<file path="config.mk">
export PLATFORM = sky130hd
export DESIGN_NAME = utf8_byte_encoder_unit
export DESIGN_NICKNAME = d
export VERILOG_FILES = /design/src/utf8e_pkg.sv /design/src/utf8e_front.sv /design/src/utf8e_queue.sv /design/src/utf8e_back.sv /design/src/utf8_byte_encoder_unit.sv
export SDC_FILE = /design/constraint.sdc
export NUM_CORES = 1
export LEC_CHECK = 0
export ABC_AREA = 1
export ABC_CLOCK_PERIOD_IN_PS = 2710
export BUFFER_PORTS_ARGS = -buffer_cell sky130_fd_sc_hd__buf_2
export CELL_PAD_IN_SITES_DETAIL_PLACEMENT = 0
export CELL_PAD_IN_SITES_GLOBAL_PLACEMENT = 2
export CORE_UTILIZATION = 36
export CTS_CLUSTER_DIAMETER = 150
export DETAILED_ROUTE_END_ITERATION = 10
export GPL_ROUTABILITY_DRIVEN = 0
export PLACE_DENSITY_LB_ADDON = 0.1
export SETUP_SLACK_MARGIN = 0.1
export SLEW_MARGIN = 20
export SYNTH_ARGS = -nofsm -noshare
export SYNTH_HDL_FRONTEND = slang
export SYNTH_SLANG_ARGS = --single-unit
export TNS_END_PERCENT = 1
</file>
<file path="constraint.sdc">
create_clock -name aclk -period 2.71 [get_ports aclk]
set_clock_uncertainty 0.2 [all_clocks]
set_input_delay 0.6775 -clock aclk [delete_from_list [all_inputs] [get_ports aclk]]
set_output_delay 0.6775 -clock aclk [all_outputs]
set_load 0.05 [all_outputs]
</file>
<file path="src/utf8e_pkg.sv">
// Shared types and constants for the UTF-8 byte encoder.
`timescale 1ns / 1ps
package utf8e_pkg;

    localparam int QDEPTH = 4;
    localparam int QPTR_W = $clog2(QDEPTH);
    localparam int QCNT_W = $clog2(QDEPTH + 1);

    localparam logic [31:0] MAX_LEN1 = 32'h0000_007F;
    localparam logic [31:0] MAX_LEN2 = 32'h0000_07FF;
    localparam logic [31:0] MAX_LEN3 = 32'h0000_FFFF;
    localparam logic [31:0] MAX_LEN4 = 32'h001F_FFFF;
    localparam logic [31:0] MAX_LEN5 = 32'h03FF_FFFF;
    localparam logic [31:0] MAX_LEN6 = 32'h7FFF_FFFF;
    localparam logic [31:0] MAX_UNICODE = 32'h0010_FFFF;
    localparam logic [31:0] NONCHAR_FFFE = 32'h0000_FFFE;

    localparam logic [2:0] LEN_NONE = 3'd0;
    localparam logic [2:0] LEN_1 = 3'd1;
    localparam logic [2:0] LEN_2 = 3'd2;
    localparam logic [2:0] LEN_3 = 3'd3;
    localparam logic [2:0] LEN_4 = 3'd4;
    localparam logic [2:0] LEN_5 = 3'd5;
    localparam logic [2:0] LEN_6 = 3'd6;

    localparam logic [7:0] CONT_MARK = 8'h80;
    localparam logic [7:0] LEAD_2 = 8'hC0;
    localparam logic [7:0] LEAD_3 = 8'hE0;
    localparam logic [7:0] LEAD_4 = 8'hF0;

    // One classified request: bytes packed lead byte in [31:24].
    typedef struct packed {
        logic [31:0] bytes;
        logic [1:0]  last_idx;
        logic [2:0]  seq_length;
        logic        invalid;
    } utf8e_entry_t;

endpackage

</file>
<file path="src/utf8e_front.sv">
// Front end: accepts code points, classifies length and builds the byte group.
`timescale 1ns / 1ps
module utf8e_front (
    input  logic                  s_valid,
    output logic                  s_ready,
    input  logic [31:0]           s_code_point,
    input  logic                  q_full,
    output logic                  q_push,
    output utf8e_pkg::utf8e_entry_t q_entry
);
    import utf8e_pkg::*;

    logic [2:0] len;
    logic       rejected;
    logic [31:0] cp;

    assign cp = s_code_point;
    assign s_ready = !q_full;
    assign q_push = s_valid && !q_full;

    always_comb begin
        if (cp <= MAX_LEN1) begin
            len = LEN_1;
        end else if (cp <= MAX_LEN2) begin
            len = LEN_2;
        end else if (cp <= MAX_LEN3) begin
            len = LEN_3;
        end else if (cp <= MAX_LEN4) begin
            len = LEN_4;
        end else if (cp <= MAX_LEN5) begin
            len = LEN_5;
        end else if (cp <= MAX_LEN6) begin
            len = LEN_6;
        end else begin
            len = LEN_NONE;
        end
    end

    // 0xFFFE and 0xFFFF differ only in bit 0
    always_comb begin
        rejected = (len == LEN_NONE) || (len == LEN_5) || (len == LEN_6)
                || ((len == LEN_3) && (cp[31:1] == NONCHAR_FFFE[31:1]))
                || ((len == LEN_4) && (cp > MAX_UNICODE));
    end

    always_comb begin
        q_entry.seq_length = len;
        q_entry.invalid = rejected;
        q_entry.bytes = '0;
        q_entry.last_idx = 2'd0;
        if (!rejected) begin
            case (len)
                LEN_1: begin
                    q_entry.bytes = {1'b0, cp[6:0], 24'd0};
                    q_entry.last_idx = 2'd0;
                end
                LEN_2: begin
                    q_entry.bytes = {LEAD_2 | {3'd0, cp[10:6]},
                                     CONT_MARK | {2'd0, cp[5:0]}, 16'd0};
                    q_entry.last_idx = 2'd1;
                end
                LEN_3: begin
                    q_entry.bytes = {LEAD_3 | {4'd0, cp[15:12]},
                                     CONT_MARK | {2'd0, cp[11:6]},
                                     CONT_MARK | {2'd0, cp[5:0]}, 8'd0};
                    q_entry.last_idx = 2'd2;
                end
                default: begin
                    q_entry.bytes = {LEAD_4 | {5'd0, cp[20:18]},
                                     CONT_MARK | {2'd0, cp[17:12]},
                                     CONT_MARK | {2'd0, cp[11:6]},
                                     CONT_MARK | {2'd0, cp[5:0]}};
                    q_entry.last_idx = 2'd3;
                end
            endcase
        end
    end

endmodule

</file>
<file path="src/utf8e_queue.sv">
// Small FIFO of classified requests between front and back end.
`timescale 1ns / 1ps
module utf8e_queue (
    input  logic                    aclk,
    input  logic                    aresetn,
    input  logic                    push,
    input  utf8e_pkg::utf8e_entry_t push_entry,
    output logic                    full,
    input  logic                    pop,
    output logic                    head_valid,
    output utf8e_pkg::utf8e_entry_t head_entry,
    output logic [utf8e_pkg::QCNT_W-1:0] level
);
    import utf8e_pkg::*;

    utf8e_entry_t mem [QDEPTH];
    logic [QPTR_W-1:0] wr_ptr_reg, wr_ptr_next;
    logic [QPTR_W-1:0] rd_ptr_reg, rd_ptr_next;
    logic [QCNT_W-1:0] count_reg, count_next;
    logic do_push, do_pop;

    assign full = (count_reg == QCNT_W'(QDEPTH));
    assign head_valid = (count_reg != '0);
    assign head_entry = mem[rd_ptr_reg];
    assign level = count_reg;
    assign do_push = push && !full;
    assign do_pop = pop && head_valid;

    always_comb begin
        wr_ptr_next = do_push ? wr_ptr_reg + 1'b1 : wr_ptr_reg;
        rd_ptr_next = do_pop ? rd_ptr_reg + 1'b1 : rd_ptr_reg;
        count_next = count_reg;
        if (do_push && !do_pop) begin
            count_next = count_reg + 1'b1;
        end else if (do_pop && !do_push) begin
            count_next = count_reg - 1'b1;
        end
    end

    always_ff @(posedge aclk) begin
        if (!aresetn) begin
            wr_ptr_reg <= '0;
            rd_ptr_reg <= '0;
            count_reg <= '0;
        end else begin
            wr_ptr_reg <= wr_ptr_next;
            rd_ptr_reg <= rd_ptr_next;
            count_reg <= count_next;
        end
    end

    always_ff @(posedge aclk) begin
        if (do_push) begin
            mem[wr_ptr_reg] <= push_entry;
        end
    end

endmodule

</file>
<file path="src/utf8e_back.sv">
// Back end: walks the bytes of the head request into the output register.
`timescale 1ns / 1ps
module utf8e_back (
    input  logic                    aclk,
    input  logic                    aresetn,
    input  logic                    head_valid,
    input  utf8e_pkg::utf8e_entry_t head_entry,
    output logic                    pop,
    output logic                    m_valid,
    input  logic                    m_ready,
    output logic [7:0]              m_out_byte,
    output logic [2:0]              m_seq_length,
    output logic                    m_invalid,
    output logic                    m_last
);
    import utf8e_pkg::*;

    logic       m_valid_reg, m_valid_next;
    logic [1:0] idx_reg, idx_next;
    logic [7:0] byte_reg;
    logic [2:0] len_reg;
    logic       inv_reg;
    logic       last_reg;
    logic       load;
    logic       at_last;
    logic [7:0] cur_byte;

    assign load = head_valid && (!m_valid_reg || m_ready);
    assign at_last = (idx_reg == head_entry.last_idx);
    assign pop = load && at_last;

    always_comb begin
        case (idx_reg)
            2'd0: cur_byte = head_entry.bytes[31:24];
            2'd1: cur_byte = head_entry.bytes[23:16];
            2'd2: cur_byte = head_entry.bytes[15:8];
            default: cur_byte = head_entry.bytes[7:0];
        endcase
    end

    always_comb begin
        m_valid_next = m_valid_reg;
        idx_next = idx_reg;
        if (load) begin
            m_valid_next = 1'b1;
            idx_next = at_last ? 2'd0 : idx_reg + 1'b1;
        end else if (m_ready) begin
            m_valid_next = 1'b0;
        end
    end

    always_ff @(posedge aclk) begin
        if (!aresetn) begin
            m_valid_reg <= 1'b0;
            idx_reg <= 2'd0;
        end else begin
            m_valid_reg <= m_valid_next;
            idx_reg <= idx_next;
        end
    end

    always_ff @(posedge aclk) begin
        if (load) begin
            byte_reg <= cur_byte;
            len_reg <= head_entry.seq_length;
            inv_reg <= head_entry.invalid;
            last_reg <= at_last;
        end
    end

    assign m_valid = m_valid_reg;
    assign m_out_byte = byte_reg;
    assign m_seq_length = len_reg;
    assign m_invalid = inv_reg;
    assign m_last = last_reg;

endmodule

</file>
<file path="src/utf8_byte_encoder_unit.sv">
// Top level of the UTF-8 byte encoder: front end, request queue, byte emitter.
//
//  channel  | ports                                   | role
//  ---------+-----------------------------------------+-----------------------------
//  input    | s_valid s_ready s_code_point            | one code point per request
//  result   | m_valid m_ready m_out_byte m_seq_length | one byte per result, lead
//           | m_invalid m_last                        | byte first, last flagged
//
// A code point is classified in the cycle it is taken and queued (4 deep).
// The emitter sends one result per cycle while results are taken and a request
// waits: one byte for single-byte code points and rejects, two to four for
// longer ones. Requests are queued, bytes held in the output register. aresetn
// is synchronous and empties the queue and output register. Either side may stall.
`timescale 1ns / 1ps
module utf8_byte_encoder_unit (
    input  logic        aclk,
    input  logic        aresetn,
    input  logic        s_valid,
    output logic        s_ready,
    input  logic [31:0] s_code_point,
    output logic        m_valid,
    input  logic        m_ready,
    output logic [7:0]  m_out_byte,
    output logic [2:0]  m_seq_length,
    output logic        m_invalid,
    output logic        m_last
);
    import utf8e_pkg::*;

    utf8e_entry_t push_entry;
    utf8e_entry_t head_entry;
    logic q_push, q_full, q_pop, q_head_valid;
    logic [QCNT_W-1:0] q_level;

    utf8e_front u_front (
        .s_valid      (s_valid),
        .s_ready      (s_ready),
        .s_code_point (s_code_point),
        .q_full       (q_full),
        .q_push       (q_push),
        .q_entry      (push_entry)
    );

    utf8e_queue u_queue (
        .aclk       (aclk),
        .aresetn    (aresetn),
        .push       (q_push),
        .push_entry (push_entry),
        .full       (q_full),
        .pop        (q_pop),
        .head_valid (q_head_valid),
        .head_entry (head_entry),
        .level      (q_level)
    );

    utf8e_back u_back (
        .aclk         (aclk),
        .aresetn      (aresetn),
        .head_valid   (q_head_valid),
        .head_entry   (head_entry),
        .pop          (q_pop),
        .m_valid      (m_valid),
        .m_ready      (m_ready),
        .m_out_byte   (m_out_byte),
        .m_seq_length (m_seq_length),
        .m_invalid    (m_invalid),
        .m_last       (m_last)
    );

    a_invalid_single: assert property (@(posedge aclk) disable iff (!aresetn)
        (m_valid && m_invalid) |-> (m_last && (m_out_byte == 8'd0)))
        else $error("rejected code point result not a lone zero byte");

    a_valid_len: assert property (@(posedge aclk) disable iff (!aresetn)
        (m_valid && !m_invalid) |-> (m_seq_length != LEN_NONE && m_seq_length <= LEN_4))
        else $error("encoded result with impossible length");

    a_queue_bound: assert property (@(posedge aclk) disable iff (!aresetn)
        q_level <= QCNT_W'(QDEPTH))
        else $error("request queue overfilled");

    a_ready_tracks_queue: assert property (@(posedge aclk) disable iff (!aresetn)
        s_ready == (q_level != QCNT_W'(QDEPTH)))
        else $error("input ready disagrees with queue level");

endmodule

</file>
# Yosys cells after proc, flatten, opt, wreduce, memory -nomap -nowiden
# Memory sizes are Yosys's and may differ from the RTL's. A register that Yosys moved wholly into a read port is not among the register bits.
# Cells that the tools add are included.
# W data, S select, Z words.
[totals]
ramBits = 152
mem_count = 1
in_bits = 36
ff_bits = 23
[memory_table]
columns = ["name", "words", "word_bits", "rd", "rd_clocked_by_memory_dff", "wr", "line", "text"]
rows = [
  ["u_queue.mem", 4, 38, 1, 1, 1, "utf8e_queue.sv:16", "utf8e_entry_t mem [QDEPTH];"],
]
[op_classes]
n_eq_ne = 11
reduce_logical = 23
mux = 18
n_lt_le_gt_ge = 7
add_sub_neg = 5
[op_table]
columns = ["operator", "count"]
rows = [
  ["$pmux W34 S3", 1],
  ["$mux W34", 1],
  ["$gt A32 B21 Y1 const B", 1],
  ["$le A32 B11 Y1 const B", 1],
  ["$le A32 B16 Y1 const B", 1],
  ["$le A32 B21 Y1 const B", 1],
  ["$le A32 B26 Y1 const B", 1],
  ["$le A32 B31 Y1 const B", 1],
  ["$le A32 B7 Y1 const B", 1],
  ["$eq A31 B15 Y1 const B", 1],
  ["$mux W3", 8],
  ["$pmux W8 S3", 1],
  ["$eq A3 B3 Y1 const B", 4],
  ["$logic_and A1 B1 Y1", 9],
  ["$add A2 B1 Y2 const B", 3],
  ["$eq A3 B2 Y1 const B", 2],
  ["$mux W2", 3],
  ["$logic_or A1 B1 Y1", 5],
  ["$logic_not A1 Y1", 4],
  ["$mux W1", 4],
  ["$reduce_bool A2 Y1", 2],
  ["$add A3 B1 Y3 const B", 1],
  ["$eq A3 B1 Y1 const B", 1],
  ["$logic_not A3 Y1", 1],
  ["other kinds (6)", 6],
]

# Longest topological paths before layout
[depth]
depth_word = 13
ltp_mapped = 16

# Hierarchy
# Synthesis repeated with hierarchy kept, for this count alone.
[hier_totals]
hier_cells = 704
area_unflattened_um2 = 7827.5
[modules_own_cells]
columns = ["module", "area_each_um2", "n_inst", "cells_per_inst", "seq_area_each_um2"]
rows = [
  ["utf8e_queue", 6123.4, 1, 437, 4744.6],
  ["utf8e_front", 863.3, 1, 172, 0.0],
  ["utf8e_back", 840.8, 1, 95, 450.4],
]

# Worst setup path before layout
# OpenSTA, ideal clock, no wires.
[synth_path]
kind = "register to register"
start = "register u_queue.count_reg[1] (netlist: u_queue.level[1])"
end = "memory u_queue.mem[0][0] (netlist bit), enable pin"
n_path_buf = 0
stages_incl_launch_ff = 5
setup_ns = 0.423
synth_period_minus_slack_ns = 3.189
required_ns = 2.087
slack_ns = -0.479
arrival_time_ns = 2.566
cell_sequence = "dfxtp_1 > inv_1 > nand3_1 > nand2_1 > nor2_1"
[synth_between]
elab_chain_len = 6
[synth_lines]
columns = ["element", "line", "text"]
rows = [
  ["start: declaration", "utf8e_queue.sv:19", "logic [QCNT_W-1:0] count_reg, count_next;"],
  ["start signal: assignment", "utf8e_queue.sv:48", "count_reg <= count_next;"],
  ["$eq A3 B3 Y1 (*)", "utf8e_queue.sv:22", "assign full = (count_reg == QCNT_W'(QDEPTH));"],
  ["$logic_not A1 Y1 (*)", "n/a", ""],
  ["named net s_ready", "utf8_byte_encoder_unit.sv:19", "output logic s_ready,"],
  ["$logic_and A1 B1 Y1", "utf8e_front.sv:19", "assign q_push = s_valid && !q_full;"],
  ["$logic_and A1 B1 Y1 (*)", "utf8e_queue.sv:26", "assign do_push = push && !full;"],
  ["$mux W1 (*)", "utf8e_queue.sv:53", "if (do_push) begin"],
  ["$mux W1 (not written as such) (*)", "utf8e_queue.sv:54", "mem[wr_ptr_reg] <= push_entry;"],
  ["end: declaration", "utf8e_queue.sv:16", ""],
]
# The timed path passes the listed nets; every way through them passes the cells marked *.

==> results <==
- The first routing iteration left between 300 and 400 violations.
- The initial standard-cell utilization of the core is 0.3690.
- The overall die height is 140.9 um.
- The relative area change from synthesis to final layout is 19.30%.
- The cell family contributing the most delay on the critical path is simple AND/OR/NAND/NOR gates.
- The endpoint arrival time on the critical path is 2.51 ns.
- During synthesis, Yosys emitted a total of 0 warnings.
- In this run the count of I/O pins placed on the die edge is 51.
- The critical path is of the reg -> reg type.
- Counting flops per register, the top entry is u_queue.mem.
- For this run, the number of standard cells in the final layout without fillers is 978.
- Clock-pin slew was measured on the worst setup and hold paths at 0.07 ns.
- Fill cells in the final layout number approximately 1800.
- The cell that appears most often on the critical path is nand2_1.
- Clock latency on the worst-skew pair, taken at its later pin, is 0.42 ns.
- The fmax is approximately 0.42 GHz.
- The root buffer cell is clkbuf_16.
- Setup violations remaining at the end of the flow were counted as 0.
- The final number of max-transition violations is 0.
- The overall die width is about 140 um.
- The count of antenna diodes in the layout is 0.
- The post-detailed-placement half-perimeter wirelength is between 10 and 15 mm.
- The proportion of register bits with asynchronous set or reset after synthesis is 0.
- The critical path contains buffers and inverters numbering 2 combined.
- Once layout is complete, the utilization of the core stands at 0.4403.
- After floorplanning, the core was divided into 50 placement rows.
- The signal on the critical path passes through buf_12 -> nand2_1 -> nand3_1 -> nand2_1 -> nand2_1 -> nand2_2 -> nand3_4 -> ha_1 -> inv_1 -> fa_1 -> nor2_1 -> nor2_1 -> nand2_1 -> o21ai_0 -> a21oi_1.
- Counting I/O delays and the setup requirement, the final critical path takes roughly 2.4 ns.
- After the last flow step, the layout net total stands at 751.
- The number of unique standard cell types used by synthesis is 39.
- The pin count of the biggest net entering global routing is 34.
- Leaving out fill and tap cells, the most frequent cell in the layout is edfxtp_1.
- The deepest level of the CTS H-tree is 4.
- The overall via count from detail_route is slightly below 5000.
- Setup repair after global routing left no endpoint under its margin.
- The ratio of final minimum period to clock period is 0.8691.
- The count of nets left with antenna violations once routing finished came out at 0.
- The leakage power of the design is 3.101 nW.
- The post-synthesis cell area is 6949 um^2.
- The largest fanout on the critical path is 17.
- The measured slew at the worst slew-check pin is approximately 0.49 ns.
- The number of synthesized register bits is roughly 160.
- The number of hold-slack violations in the final timing report is 0.
- The tool flagged a number of max-cap violations equal to 0.
- The number of enable flip-flop cells after synthesis is between 100 and 150.
- Hold repair after CTS inserted 0 buffers.
- The number of buffers inserted during clock tree synthesis is 17.
- The share of final-layout standard cells stronger than drive strength 1 is 0.2047.
- The path class of the tightest hold or removal check is reg -> reg.
- After detailed routing, the number of remaining DRC violations is 0.
- The sort of element at the end of the critical path is a flop.
- The area of the core is 18830 um^2.
- The highest-delay cell along the critical path is dfxtp_4.
- Of the synthesized area, sequential elements account for 0.6611.
- The run finished with clean final reports.
- The per-cell via count in the routed design is 4.951.
- The die outline area is 19860 um^2.
- The register with the most flip-flops in the layout has about 130 of them.
- Once placement completed, the tool counted placed cells totaling 945.
- The worst setup path is launched from a flop.
- The aggregate routed wire length is 17.18 mm.
- Before antenna repair, the detailed router went through 5 iterations.
- STA puts the critical path data required time at 2.87 ns.
- TritonCTS built the clock tree.
- The library cells used most frequently in the layout, excluding fill and tap cells, are edfxtp_1, nor2_1, nand2_1, o21ai_0, buf_2.
- The all-layer global routing usage is 0.1825.
- The average size of a mapped cell is 10.89 um^2.
- In this run the tightest slew margin relative to its limit is 0.6702.
- The top flip-flop cell by instance count after synthesis is edfxtp_1.
- The global route total overflow is 0.
- The first-pass GRT wire length is ~26 mm.
- The number of buffers on the longest clock path is 2.
- The largest vdd supply drop is 0.0004538 V.
- After detailed routing, the average wire length per cell comes to 17.56 um.
- The sink count of the clock tree is between 150 and 200.
- The count of buffers added on input and output ports is 50.
- The gate count of the mapped netlist is 638.
- The number of global-route vias before repair came to between 4000 and 5000.
- Counting every net in the synthesized netlist gives about 680.
- The delay of the slowest cell on the worst path is 0.41 ns.
- The number of antenna violations at the first check in global routing came to 0.
- The power per unit of standard cell area is 954.5 nW/um^2.
-- Yosys cell counts, types with 2 or more instances --
library cell	instances	share of area
ha_1	9	0.016
clkinv_1	2	0.0011
or2_2	3	0.0027
a21oi_1	19	0.014
nand3_1	35	0.025
nand2_2	3	0.0027
dfxtp_1	12	0.035
a31oi_1	11	0.0099
inv_1	45	0.024
clkbuf_1	18	0.0097
o21ai_0	69	0.050
xor2_1	3	0.0038
buf_2	5	0.0036
nand4_1	5	0.0045
o22ai_1	23	0.021
a21oi_2	2	0.0025
nand3_2	3	0.0043
edfxtp_1	145	0.63
inv_2	4	0.0022
nand2_1	91	0.049
nor2_1	97	0.052
nor3_1	3	0.0022
nor2_4	3	0.0049
nor2_2	12	0.011
o21ai_1	2	0.0014
-- worst min-delay path: cells and delay by family, from the launching register on --
kind	cells	cell delay, ns
and+or+nand+nor	1	0.06
DFF	1	0.32
AOI/OAI and AO/OA	1	0.09
-- timing repair --
item | CTS | global route
resized for setup | 0 | 8
buffers inserted | 0 | 1
endpoints found under the setup margin | 0 | 2
-- metrics by stage --
step	total power, W	setup TNS (ns)	hold WS [ns]	area (um^2)	worst slack [ns]
final	0.007913	0	0.3096	8290	0.3548
after global routing	0.008332	0	0.3538	8290	0.1093
after CTS	0.007938	0	0.3194	8249	0.1501
after detailed placement	0.005648	0	0.3183	7672	0.1003
after global placement	0.005622	0	0.3005	7672	0.1771
after floorplan	0.004856	-1.892	0.2814	6968	-0.01433
-- layer usage --
| layer | part of all wire | global-route usage | vias up | wire length [um] |
|---|---|---|---|---|
| li1 | - | - | 2368 | - |
| met1 | 0.47 | 0.2344 | 2357 | 8003 |
| met2 | 0.48 | 0.3111 | 101 | 8321 |
| met3 | 0.036 | 0.03567 | 16 | 624 |
| met4 | 0.013 | 0.05721 | 0 | 227 |
| met5 | 0 | 0 | - | 0 |
-- power by group --
part	switching, W	internal, W	total (W)
clock network	0.000994	0.00130	0.00229
logic	0.00171	0.000699	0.00241
registers	0.000125	0.00309	0.00321
-- cell type report --
cell class                      count  area [um^2]  share of cell area
Tap cell                          260        325.3             0.03924
Clock inverter                     14        147.6             0.01781
Clock buffer                       18        429.2             0.05177
Multi-Input combinational cell    404         2105              0.2538
Inverter                           51        191.4             0.02309
Timing Repair Buffer               74        493.0             0.05946
Sequential cell                   157         4599              0.5548
-- worst paths after layout --
check	startpoint	endpoint	slack, ns	cells past startpoint
worst max-delay path	flop	u_queue.level[2]	0.35	15
worst min-delay path	u_queue.rd_ptr_reg[1]	flop	0.31	2
worst max register to register	flop	u_queue.level[2]	0.35	15
worst min register to register	u_queue.rd_ptr_reg[1]	flop	0.31	2
-- kinds of logic after synthesis --
kind of cell / synth area share
fa+ha+maj: 0.01909
simple gates: 0.1640
buf+inv: 0.04411
compound gates: 0.1079
flops: 0.6611
xor+xnor: 0.003782
Note: power is estimated with default switching activity, not from simulation.
